<file path="src/drmp_pkg.sv">
// Shared types and constants for the dwell-return motion profile generator.
package drmp_pkg;

    localparam int REG_W = 24;
    localparam int PH_W  = 26;
    localparam int SUM_W = 27;
    localparam int POS_W = 25;
    localparam int IDX_W = 3;
    localparam int DT_W  = 16;

    typedef logic signed [REG_W-1:0] t_coord;
    typedef logic [1:0]              t_seg;

    localparam t_seg SEG_RISE   = 2'd0;
    localparam t_seg SEG_TARGET = 2'd1;
    localparam t_seg SEG_RETURN = 2'd2;
    localparam t_seg SEG_ORIGIN = 2'd3;

    localparam logic [IDX_W-1:0] CFG_TRAVEL   = 3'd0;
    localparam logic [IDX_W-1:0] CFG_PAUSE    = 3'd1;
    localparam logic [IDX_W-1:0] CFG_ORIGIN_X = 3'd2;
    localparam logic [IDX_W-1:0] CFG_ORIGIN_Y = 3'd3;
    localparam logic [IDX_W-1:0] CFG_ORIGIN_Z = 3'd4;
    localparam logic [IDX_W-1:0] CFG_OFFSET_X = 3'd5;
    localparam logic [IDX_W-1:0] CFG_OFFSET_Y = 3'd6;
    localparam logic [IDX_W-1:0] CFG_OFFSET_Z = 3'd7;

endpackage

</file>
<file path="src/drmp_divstep.sv">
// One restoring shift-subtract step shared by the modulo and the alpha division.
module drmp_divstep import drmp_pkg::*; (
    input  logic [PH_W-1:0] i_rem,
    input  logic [PH_W-1:0] i_div,
    input  logic            i_bit,
    output logic [PH_W-1:0] o_rem,
    output logic            o_q
);

    logic [PH_W:0] w_trial;
    logic [PH_W:0] w_diff;

    assign w_trial = {i_rem, i_bit};
    assign w_diff  = w_trial - {1'b0, i_div};
    assign o_q     = (w_trial >= {1'b0, i_div});
    assign o_rem   = o_q ? w_diff[PH_W-1:0] : w_trial[PH_W-1:0];

endmodule

</file>
<file path="src/drmp_mul.sv">
// Registered signed offset by unsigned alpha multiplier, shared by the three axes in turn.
module drmp_mul import drmp_pkg::*; #(
    parameter int ALPHA_BITS = 16
) (
    input  logic                                 i_clk,
    input  t_coord                               i_a,
    input  logic [ALPHA_BITS:0]                  i_b,
    output logic signed [REG_W+ALPHA_BITS+1:0]   o_p
);

    logic signed [REG_W+ALPHA_BITS+1:0] r_p;

    always_ff @(posedge i_clk) begin
        r_p <= i_a * $signed({1'b0, i_b});
    end

    assign o_p = r_p;

endmodule

</file>
<file path="src/dwell_return_motion_profile.sv">
// Dwell-return motion profile generator: phase, segment, alpha and per-axis position.
// Each accepted item runs the serial modulo (27 steps) and, in the moving segments only, the
// serial alpha division (ALPHA_BITS steps) on the shared subtract unit; the dwell segments
// skip the division. One item is in work at a time: no new item is taken until the result
// has gone to the output, which waits while the output stalls. Synchronous active-low reset
// clears the configuration registers, phase and control state.
module dwell_return_motion_profile import drmp_pkg::*; #(
    parameter int ALPHA_BITS = 16
) (
    input  logic                    i_clk,
    input  logic                    i_rst_n,
    input  logic                    i_cfg_we,
    input  logic [IDX_W-1:0]        i_cfg_index,
    input  logic [REG_W-1:0]        i_cfg_data,
    input  logic                    i_valid,
    output logic                    o_stall,
    input  logic [DT_W-1:0]         i_delta_time,
    output logic                    o_valid,
    input  logic                    i_stall,
    output logic signed [POS_W-1:0] o_pos_x,
    output logic signed [POS_W-1:0] o_pos_y,
    output logic signed [POS_W-1:0] o_pos_z,
    output logic [1:0]              o_segment
);

    localparam int AW     = ALPHA_BITS + 1;
    localparam int PW     = REG_W + ALPHA_BITS + 2;
    localparam int CntMax = (SUM_W > ALPHA_BITS) ? SUM_W : ALPHA_BITS;
    localparam int CntW   = $clog2(CntMax);
    localparam logic [AW-1:0] AlphaOne = {1'b1, {ALPHA_BITS{1'b0}}};

    localparam logic [2:0] S_IDLE = 3'd0;
    localparam logic [2:0] S_MOD  = 3'd1;
    localparam logic [2:0] S_SEG  = 3'd2;
    localparam logic [2:0] S_DIV  = 3'd3;
    localparam logic [2:0] S_MUL  = 3'd4;
    localparam logic [2:0] S_OUT  = 3'd5;

    logic [REG_W-1:0]        r_travel;
    logic [REG_W-1:0]        r_pause;
    t_coord                  r_org [3];
    t_coord                  r_off [3];
    logic [PH_W-1:0]         r_phase;
    logic [2:0]              r_state;
    logic [CntW-1:0]         r_cnt;
    logic [SUM_W-1:0]        r_num;
    logic [PH_W-1:0]         r_rem;
    logic [ALPHA_BITS-1:0]   r_quot;
    logic [AW-1:0]           r_alpha;
    t_seg                    r_seg;
    logic signed [POS_W-1:0] r_pos [3];
    logic                    r_o_valid;
    logic signed [POS_W-1:0] r_o_pos_x;
    logic signed [POS_W-1:0] r_o_pos_y;
    logic signed [POS_W-1:0] r_o_pos_z;
    t_seg                    r_o_seg;

    logic [REG_W:0]          w_tp;
    logic [PH_W-1:0]         w_cycle;
    logic [PH_W-1:0]         w_end_ret;
    logic                    w_cyc_zero;
    logic                    w_lt_t;
    logic                    w_lt_tp;
    logic                    w_lt_ret;
    logic [PH_W-1:0]         w_ret;
    logic [PH_W-1:0]         w_ds_div;
    logic                    w_ds_bit;
    logic [PH_W-1:0]         w_ds_rem;
    logic                    w_ds_q;
    logic [ALPHA_BITS-1:0]   w_quot_n;
    logic                    w_out_free;
    t_coord                  w_mul_a;
    t_coord                  w_org_sel;
    logic signed [PW-1:0]    w_prod;
    logic signed [PW-1:0]    w_prod_sh;
    logic signed [POS_W-1:0] w_pos;

    assign w_tp       = {1'b0, r_travel} + {1'b0, r_pause};
    assign w_cycle    = {w_tp, 1'b0};
    assign w_end_ret  = {1'b0, w_tp} + {2'b00, r_travel};
    assign w_cyc_zero = (r_travel == '0) && (r_pause == '0);
    assign w_lt_t     = r_rem < {2'b00, r_travel};
    assign w_lt_tp    = r_rem < {1'b0, w_tp};
    assign w_lt_ret   = r_rem < w_end_ret;
    assign w_ret      = r_rem - {1'b0, w_tp};

    assign w_ds_div = (r_state == S_MOD) ? w_cycle : {2'b00, r_travel};
    assign w_ds_bit = (r_state == S_MOD) ? r_num[SUM_W-1] : 1'b0;

    drmp_divstep u_divstep (
        .i_rem (r_rem),
        .i_div (w_ds_div),
        .i_bit (w_ds_bit),
        .o_rem (w_ds_rem),
        .o_q   (w_ds_q)
    );

    assign w_quot_n = {r_quot[ALPHA_BITS-2:0], w_ds_q};

    always_comb begin
        case (r_cnt[1:0])
            2'd0:    w_mul_a = r_off[0];
            2'd1:    w_mul_a = r_off[1];
            default: w_mul_a = r_off[2];
        endcase
    end

    always_comb begin
        case (r_cnt[1:0])
            2'd1:    w_org_sel = r_org[0];
            2'd2:    w_org_sel = r_org[1];
            default: w_org_sel = r_org[2];
        endcase
    end

    drmp_mul #(
        .ALPHA_BITS (ALPHA_BITS)
    ) u_mul (
        .i_clk (i_clk),
        .i_a   (w_mul_a),
        .i_b   (r_alpha),
        .o_p   (w_prod)
    );

    assign w_prod_sh  = w_prod >>> ALPHA_BITS;
    assign w_pos      = w_prod_sh[POS_W-1:0] + {w_org_sel[REG_W-1], w_org_sel};
    assign w_out_free = !r_o_valid || !i_stall;

    always_ff @(posedge i_clk) begin
        if (!i_rst_n) begin
            r_state   <= S_IDLE;
            r_cnt     <= '0;
            r_o_valid <= 1'b0;
            r_phase   <= '0;
            r_travel  <= '0;
            r_pause   <= '0;
            r_org[0]  <= '0;
            r_org[1]  <= '0;
            r_org[2]  <= '0;
            r_off[0]  <= '0;
            r_off[1]  <= '0;
            r_off[2]  <= '0;
        end else begin
            if (i_cfg_we) begin
                case (i_cfg_index)
                    CFG_TRAVEL:   r_travel <= i_cfg_data;
                    CFG_PAUSE:    r_pause  <= i_cfg_data;
                    CFG_ORIGIN_X: r_org[0] <= i_cfg_data;
                    CFG_ORIGIN_Y: r_org[1] <= i_cfg_data;
                    CFG_ORIGIN_Z: r_org[2] <= i_cfg_data;
                    CFG_OFFSET_X: r_off[0] <= i_cfg_data;
                    CFG_OFFSET_Y: r_off[1] <= i_cfg_data;
                    CFG_OFFSET_Z: r_off[2] <= i_cfg_data;
                    default: ;
                endcase
            end
            if (r_o_valid && !i_stall && (r_state != S_OUT)) begin
                r_o_valid <= 1'b0;
            end
            case (r_state)
                S_IDLE: begin
                    r_cnt <= '0;
                    if (i_valid && !w_cyc_zero) begin
                        r_state <= S_MOD;
                    end
                end
                S_MOD: begin
                    if (r_cnt == CntW'(SUM_W - 1)) begin
                        r_cnt   <= '0;
                        r_state <= S_SEG;
                    end else begin
                        r_cnt <= r_cnt + 1'b1;
                    end
                end
                S_SEG: begin
                    r_phase <= r_rem;
                    r_cnt   <= '0;
                    if (w_lt_t || (!w_lt_tp && w_lt_ret)) begin
                        r_state <= S_DIV;
                    end else begin
                        r_state <= S_MUL;
                    end
                end
                S_DIV: begin
                    if (r_cnt == CntW'(ALPHA_BITS - 1)) begin
                        r_cnt   <= '0;
                        r_state <= S_MUL;
                    end else begin
                        r_cnt <= r_cnt + 1'b1;
                    end
                end
                S_MUL: begin
                    if (r_cnt == CntW'(3)) begin
                        r_cnt   <= '0;
                        r_state <= S_OUT;
                    end else begin
                        r_cnt <= r_cnt + 1'b1;
                    end
                end
                S_OUT: begin
                    if (w_out_free) begin
                        r_o_valid <= 1'b1;
                        r_state   <= S_IDLE;
                    end
                end
                default: r_state <= S_IDLE;
            endcase
        end
    end

    always_ff @(posedge i_clk) begin
        case (r_state)
            S_IDLE: begin
                r_num <= {1'b0, r_phase} + SUM_W'(i_delta_time);
                r_rem <= '0;
            end
            S_MOD: begin
                r_num <= {r_num[SUM_W-2:0], 1'b0};
                r_rem <= w_ds_rem;
            end
            S_SEG: begin
                if (w_lt_t) begin
                    r_seg <= SEG_RISE;
                end else if (w_lt_tp) begin
                    r_seg   <= SEG_TARGET;
                    r_alpha <= AlphaOne;
                end else if (w_lt_ret) begin
                    r_seg <= SEG_RETURN;
                    r_rem <= w_ret;
                end else begin
                    r_seg   <= SEG_ORIGIN;
                    r_alpha <= '0;
                end
            end
            S_DIV: begin
                r_rem  <= w_ds_rem;
                r_quot <= w_quot_n;
                if (r_cnt == CntW'(ALPHA_BITS - 1)) begin
                    if (r_seg == SEG_RISE) begin
                        r_alpha <= {1'b0, w_quot_n};
                    end else begin
                        r_alpha <= AlphaOne - {1'b0, w_quot_n};
                    end
                end
            end
            S_MUL: begin
                case (r_cnt[1:0])
                    2'd1:    r_pos[0] <= w_pos;
                    2'd2:    r_pos[1] <= w_pos;
                    2'd3:    r_pos[2] <= w_pos;
                    default: ;
                endcase
            end
            S_OUT: begin
                if (w_out_free) begin
                    r_o_pos_x <= r_pos[0];
                    r_o_pos_y <= r_pos[1];
                    r_o_pos_z <= r_pos[2];
                    r_o_seg   <= r_seg;
                end
            end
            default: ;
        endcase
    end

    assign o_stall   = (r_state != S_IDLE);
    assign o_valid   = r_o_valid;
    assign o_pos_x   = r_o_pos_x;
    assign o_pos_y   = r_o_pos_y;
    assign o_pos_z   = r_o_pos_z;
    assign o_segment = r_o_seg;

`ifndef SYNTH
    a_zero_cycle_drops: assert property (@(posedge i_clk) disable iff (!i_rst_n)
        (r_state == S_IDLE && i_valid && w_cyc_zero) |=> (r_state == S_IDLE))
        else $error("item with zero cycle started work");
    a_accept_starts_mod: assert property (@(posedge i_clk) disable iff (!i_rst_n)
        (r_state == S_IDLE && i_valid && !w_cyc_zero) |=> (r_state == S_MOD))
        else $error("accepted item did not start the modulo");
    a_phase_in_range: assert property (@(posedge i_clk) disable iff (!i_rst_n)
        (r_state == S_SEG) |-> (r_rem < w_cycle))
        else $error("reduced phase not below the cycle");
    a_alpha_bounded: assert property (@(posedge i_clk) disable iff (!i_rst_n)
        (r_state == S_MUL) |-> (r_alpha <= AlphaOne))
        else $error("alpha above one");
    a_origin_dwell: assert property (@(posedge i_clk) disable iff (!i_rst_n)
        (r_o_valid && r_o_seg == SEG_ORIGIN) |-> (r_o_pos_x == {r_org[0][REG_W-1], r_org[0]}))
        else $error("origin dwell result differs from origin");
`endif

endmodule
</file>
<file path="config.mk">
export PLATFORM = sky130hd
export DESIGN_NAME = dwell_return_motion_profile
export DESIGN_NICKNAME = d
export VERILOG_FILES = /design/src/drmp_pkg.sv /design/src/drmp_divstep.sv /design/src/drmp_mul.sv /design/src/dwell_return_motion_profile.sv
export SDC_FILE = /design/constraint.sdc
export NUM_CORES = 2
export LEC_CHECK = 0
export CORE_UTILIZATION = 30
export CTS_BUF_LIST = sky130_fd_sc_hd__clkbuf_8
export DETAILED_ROUTE_END_ITERATION = 16
export DONT_BUFFER_PORTS = 1
export PLACE_DENSITY = 0.5
export SLEW_MARGIN = 30
export SYNTH_ARGS = -nofsm -noshare
export SYNTH_HDL_FRONTEND = slang
export SYNTH_SLANG_ARGS = --single-unit
</file>
<file path="constraint.sdc">
create_clock -name i_clk -period 19.5 [get_ports i_clk]
set_input_delay 0 -clock i_clk [delete_from_list [all_inputs] [get_ports i_clk]]
set_output_delay 0 -clock i_clk [all_outputs]
set_load 0.02 [all_outputs]
</file>
== Word-level counts from Yosys, hierarchy flattened ==
Memories as Yosys holds them, arrays and structs flattened. A register that Yosys moved wholly into a read port is not among the register bits.
Index checks and enable logic that the tools add are counted.
Word-level totals
  bits in registers: 213
  bits in writable memories: 219
  input bits: 48
  output and inout bits: 79
  memories kept: 3
Memories
  r_pos: words 3, bits a word 25, rd ports 3, clocked after memory_dff 3, write ports 1, RTL line dwell_return_motion_profile.sv:51  | logic signed [POS_W-1:0] r_pos [3];
  r_off: words 3, bits a word 24, rd ports 3, clocked after memory_dff 0, write ports 3, RTL line dwell_return_motion_profile.sv:42  | t_coord r_off [3];
  r_org: words 3, bits a word 24, rd ports 3, clocked after memory_dff 0, write ports 3, RTL line dwell_return_motion_profile.sv:41  | t_coord r_org [3];
Cells by class
  $add $sub $neg: 8
  multipliers: 1
  magnitude comparators: 4
  equal/unequal tests: 28
  muxes and demuxes: 78
  bitwise operators: 6
  reductions and logical operators: 33
Operator list (count)
  24-bit 2-to-1 mux: 6
  26-bit 2-to-1 mux: 5
  24-bit case mux with 2 select lines: 2
  17-bit 2-to-1 mux: 5
  26-bit case mux with 3 select lines: 1
  27-bit case mux with 2 select lines: 1
  25-bit 2-to-1 mux: 2
  25-bit OR reduction: 2
  24-bit logical NOT: 2
  1-bit 2-to-1 mux: 42
  24-bit by 18-bit multiplier with 41-bit output: 1
  17-bit case mux with 2 select lines: 1
  26-bit by 16-bit adder with 27-bit output: 1
  27-bit by 26-bit greater-or-equal comparator with 1-bit output: 1
  25-bit by 24-bit adder with 26-bit output: 1
  26-bit by 24-bit less-than comparator with 1-bit output: 1
  26-bit by 25-bit less-than comparator with 1-bit output: 1
  26-bit less-than comparator: 1
  26-bit by 25-bit subtractor with 26-bit output: 1
  26-bit subtractor: 1
  24-bit by 24-bit adder with 25-bit output: 1
  25-bit adder: 1
  5-bit case mux with 4 select lines: 1
  3-bit equality test (second input constant): 6
  other kinds (29): 71

== Logic depth before layout (Yosys ltp) ==
  word-level depth: 7
  depth in mapped cells: 32
  depth with buffers taken out: 30

== Cells and area by module ==
Synthesis repeated with hierarchy kept, for this count alone.
Unflattened totals
  cells, all modules: 4162
  area total of the unflattened synthesis: 41622.4 sq um
By module, submodules not included
  dwell_return_motion_profile: instances 1, cells an instance 2196, area an instance 24095.6 sq um, seq. area each 13162.6 sq um
  drmp_mul: instances 1, cells an instance 1719, area an instance 15647.5 sq um, seq. area each 840.8 sq um
  drmp_divstep: instances 1, cells an instance 247, area an instance 1879.3 sq um, seq. area each 0.0 sq um

== Worst setup path after synthesis ==
Ideal clock, no wire load.
  kind: register to register
  start point: register r_cnt[0]
  end point: register u_mul.r_p[40], in the netlist u_mul.o_p[40]
  setup time: 0.121 ns
  arrival: 7.197 ns
  path slack: 12.182 ns
  cell stages (with the launch flop): 30
  buffers on the path: 3
  cells stage by stage: dfxtp_1 inv_1 ha_1 clkbuf_1 nor2_1 clkbuf_1 nand2_1 nand2_1 clkbuf_1 nand2_1 fa_1 fa_1 fa_1 fa_1 inv_1 fa_1 inv_1 fa_1 inv_1 ha_1 a21oi_1 nand2_1 a211oi_1 a211oi_1 a21oi_1 o21ai_0 a41oi_1 o21ai_0 a31oi_1 xnor2_1
On the way
  word-level cells in the longest chain between the ends: 3
  elaborated cells on any way between the ends: 4
  classes of those cells: 1 x mul; 1 x eq/ne; 1 x mux; 1 x reduce/logical
Ends and longest elaborated chain
  start: declaration: RTL line dwell_return_motion_profile.sv:45  | logic [CntW-1:0] r_cnt;
  start signal: assignment: RTL line dwell_return_motion_profile.sv:172  | r_cnt <= r_cnt + 1'b1;
  start signal: assignment: RTL line dwell_return_motion_profile.sv:189  | r_cnt <= r_cnt + 1'b1;
  start signal: assignment: RTL line dwell_return_motion_profile.sv:197  | r_cnt <= r_cnt + 1'b1;
  2-bit by 1-bit equality test with 1-bit output / 2-bit logical NOT (equally long branches): RTL line dwell_return_motion_profile.sv:101  | case (r_cnt[1:0])
  24-bit case mux with 2 select lines *: RTL line dwell_return_motion_profile.sv:101
  24-bit by 18-bit multiplier with 41-bit output *: RTL line drmp_mul.sv:14  | r_p <= i_a * $signed({1'b0, i_b});
  end signal: assignment: RTL line drmp_mul.sv:14
  end: declaration: RTL line drmp_mul.sv:11  | logic signed [REG_W+ALPHA_BITS+1:0] r_p;
Mark *: on every way between the ends. The rest lies on a longest branch, timed or not.
A chain may end at the register's enable or synchronous reset.

== Worst setup path after layout ==
  start point: register r_cnt[1]
  end point: register u_mul.r_p[40], in the netlist u_mul.o_p[40]
The elaborated chain is that of the path after synthesis.

==> impl_summary.txt <==
----------------------------------------------------
[Drt]
  Detailed Route WL ... about 110000 microns
  Routed wire per std cell ... around 19 microns
  Drt via density ... around 4.8
  DRT Pass-1 Iters ... 6
  Count of nets left with antenna violations after detail routing ... 0
  Overall via count from detail_route ... between 20000 and 30000
  Initial DRC Count ... between 1500 and 2000
  Post-route DRC violation count ... 0

[Timing]
  Worst clock skew ... about 0.075 ns
  Setup tns final ... 0 ns
  Max Clock Freq ... 112.6 MHz
  Final setup fails ... 0
  Post-route worst setup slack ... 10.62 ns
  Number of hold violations in the final report ... 0
  Fin crit period ... around 8.9 ns
  Worst-case headroom to the max-slew limit ... between 30 and 40%
  Final period util ... about 46%
  Max-slew violation count ... 0
  Worst Max-Slew Pin Slew ... 1.014 ns
  Unrepaired setup endpoints after global routing ... no

[Status]
  Run status ... complete, no violations

[Placed design]
  Pre-CTS WS ... approximately 11 ns
  Post-detail-place hpwl ... 81320 microns
  Final weighted congestion in routability-driven placement ... 0.8742
  Number of buffer cells added on primary ports ... 0

[Yosys]
  Syn Std Cell Area ... 0.03956 sq mm
  Synth warn ... 0
  Cells after synthesis ... between 3000 and 4000
  Prevailing post-synth register cell ... edfxtp_1
  Post-Synthesis Mean Instance Area ... about 10 sq um
  Async set-reset flop share out of synthesis ... 0%
  Post-synth EDFFs ... 383
  Seq/Total Area, Yosys ... about 35%
  Number of synthesized register bits ... about 500
  Number of distinct library cell variants in the gate-level netlist after synthesis ... 76
  Net count after synthesis ... approximately 4700

[Floorplanning]
  Number of placement rows ... ~130
  Die Ht ... around 370 microns
  Initial core utilization ... between 30% and 40%
  Ports placed on the boundary ... 127
  Total Die Area ... approximately 0.13 sq mm
  Core region area ... approximately 0.13 sq mm
  Die width ... 365.1 microns

[Setup path]
  Kind of critical path ... flop to flop
  Cell with the largest stage delay on the worst path ... a21oi_1
  Arrival time of data at the critical path endpoint ... between 9 and 10 ns
  Most numerous cell on the critical path ... fa_1
  Critical Path RT ... between 20 and 25 ns
  Critical Path Max Stage Delay ... roughly 0.58 ns
  Crit-path max FO ... 50
  Type of element capturing the critical path ... flop
  Nature of the critical path startpoint ... flop

[Global route]
  Largest net degree at the start of global routing ... 90
  Global-route wire length before repair ... ~170000 microns
  Total routing resource utilization after global routing ... 16.49%
  Antenna violations before repair ... 20
  Number of global-route vias before repair ... approximately 29000
  Overflow left after global routing ... 0

[Final layout]
  Total of fill cells in the finished design ... approximately 13000
  Final #Nets ... between 4000 and 5000
  Area added between synthesis and finish ... 12.01%
  Commonest non-fill, non-tap cells in the layout ... inv_1 (575), nand2_1 (545), fa_1 (400), edfxtp_1 (383), ha_1 (292)
  Final core area utilization ... around a third
  Layout cell share with drive strength beyond 1 ... under 10%
  Most frequent standard cell in the layout excluding fill and tap cells ... inv_1

[CTS]
  Number of gates resized after CTS ... 0
  Total number of clock tree sinks ... ~500
  Clock tree root buffer cell ... clkbuf_8
  Buffer count from post-CTS setup fixing ... 0
  Number of levels in the clock H-tree ... 3
  Clock tree from TritonCTS ... done
  Clock latency at the later pin of the worst-skew pair ... 0.76 ns
  Clock-pin transition on the worst setup and hold timing paths ... 0.08 ns
  Clock buffers created by TritonCTS ... 84
  Buffer depth of the longest clock path ... 3

[Min path]
  Path category of the worst min-delay check ... primary input to flop

[Run]
  Max cap viols ... 0

----------------------------------------------------
[metrics by stage]
step | hold WS, ns | area (sq um) | std cells
2_1_floorplan | 0.1449 | 39560 | 3936
3_3_place_gp | 0.1527 | 41580 | 5578
3_5_place_dp | 0.1602 | 41730 | 5588
4_1_cts | 0.02324 | 44260 | 5825
5_1_grt | 0.08013 | 44300 | 5831
6_report | 0.1040 | 44310 | 5835
[final cells by class]
class                   instances  area [sq um]  share of cell area, %
multi-input cells            2765         23460                  52.95
flip-flops and latches        491         13660                  30.84
well taps                    1742          2180                  4.920
inverters                     546          2049                  4.626
clock buffers                  95          1308                  2.951
repair buffers                126          1231                  2.779
clock inverters                61         392.9                 0.8868
diodes                          9         22.52                0.05083
[synth_stat cells (all sizes together) (23+ instances only)]
cell type  count  share of area (%)
a31oi         24               0.42
nand2b        33               0.52
nor3          24               0.30
nand3         32               0.40
a21oi        212                2.7
a22oi         48               0.91
nand2        546                5.2
a21o          63                1.2
dfxtp        108                5.5
nor2b         39               0.62
ha           293                9.3
o21ai        108                1.4
xor2          62                1.4
edfxtp       383                 29
a21boi        78                1.5
inv          546                5.2
clkbuf       125                1.2
and3          23               0.36
nand4         26               0.41
o22ai         24               0.38
xnor2        113                2.5
nor2         215                2.0
fa           400                 20
and2         202                3.2
[routing by layer]
layer	GRT usage [%]	vias to the layer above	wire length (microns)
met3	3.200	168	5961
met1	22.18	13861	49400
met4	4.045	24	2286
li1	-	13294	-
met2	27.11	607	50380
met5	0	-	152
[critical path, delay by kind of cell, from the launching register on]
| kind | cells | cell delay, ns |
|---|---|---|
| adders and majority gates | 8 | 3.49 |
| xor gates and xnor gates | 1 | 0.13 |
| AOI/OAI and AO/OA | 8 | 2.25 |
| DFF | 1 | 0.38 |
| buffers and inverters | 7 | 1.09 |
| and+or+nand+nor | 5 | 1.46 |
[path summary, 6_finish.rpt]
check	from	depth (start not counted)	slack (ns)	end
max	r_cnt[1]	29	10.62	u_mul.o_p[40]
max reg2reg	r_cnt[1]	29	10.62	u_mul.o_p[40]
min reg2reg	r_pos[0][21]	0	0.41	o_pos_x[21]
min	i_cfg_we	3	0.10	r_org[0][55]
[registers in the layout, indices dropped and copies added (netlist names), 2 cells and up]
signal	count
r_pause	24
r_rem	26
r_org	72
r_off	72
r_seg	2
u_mul.o_p	25
r_travel	24
r_alpha	17
r_state	3
o_segment	2
r_quot	15
o_pos_x	25
r_phase	26
o_pos_y	25
r_pos	75
r_num	27
r_cnt	5
o_pos_z	25
[logic make-up (layout without fill, tap and decap cells)]
logic type,Yosys count,after routing,share of synthesized area [%]
AND/OR/NAND/NOR,1191,1191,13.95
AO/OA/AOI/OAI,699,699,11.47
adder cells (fa/ha/maj),693,693,29.51
buffers and inverters,680,828,6.475
flip-flops,491,491,34.54
XOR/XNOR,175,175,3.875
multiplexers,7,7,0.1771
other,0,9,0
[repair_timing]
action,CTS,global route
endpoints found under the setup margin,0,0
hold endpoints to repair,391,0
hold buffers,81,0
Power is left out: the tool's default activity adds up to more than one toggle a clock period on the data nets, which glitch-free logic cannot reach.
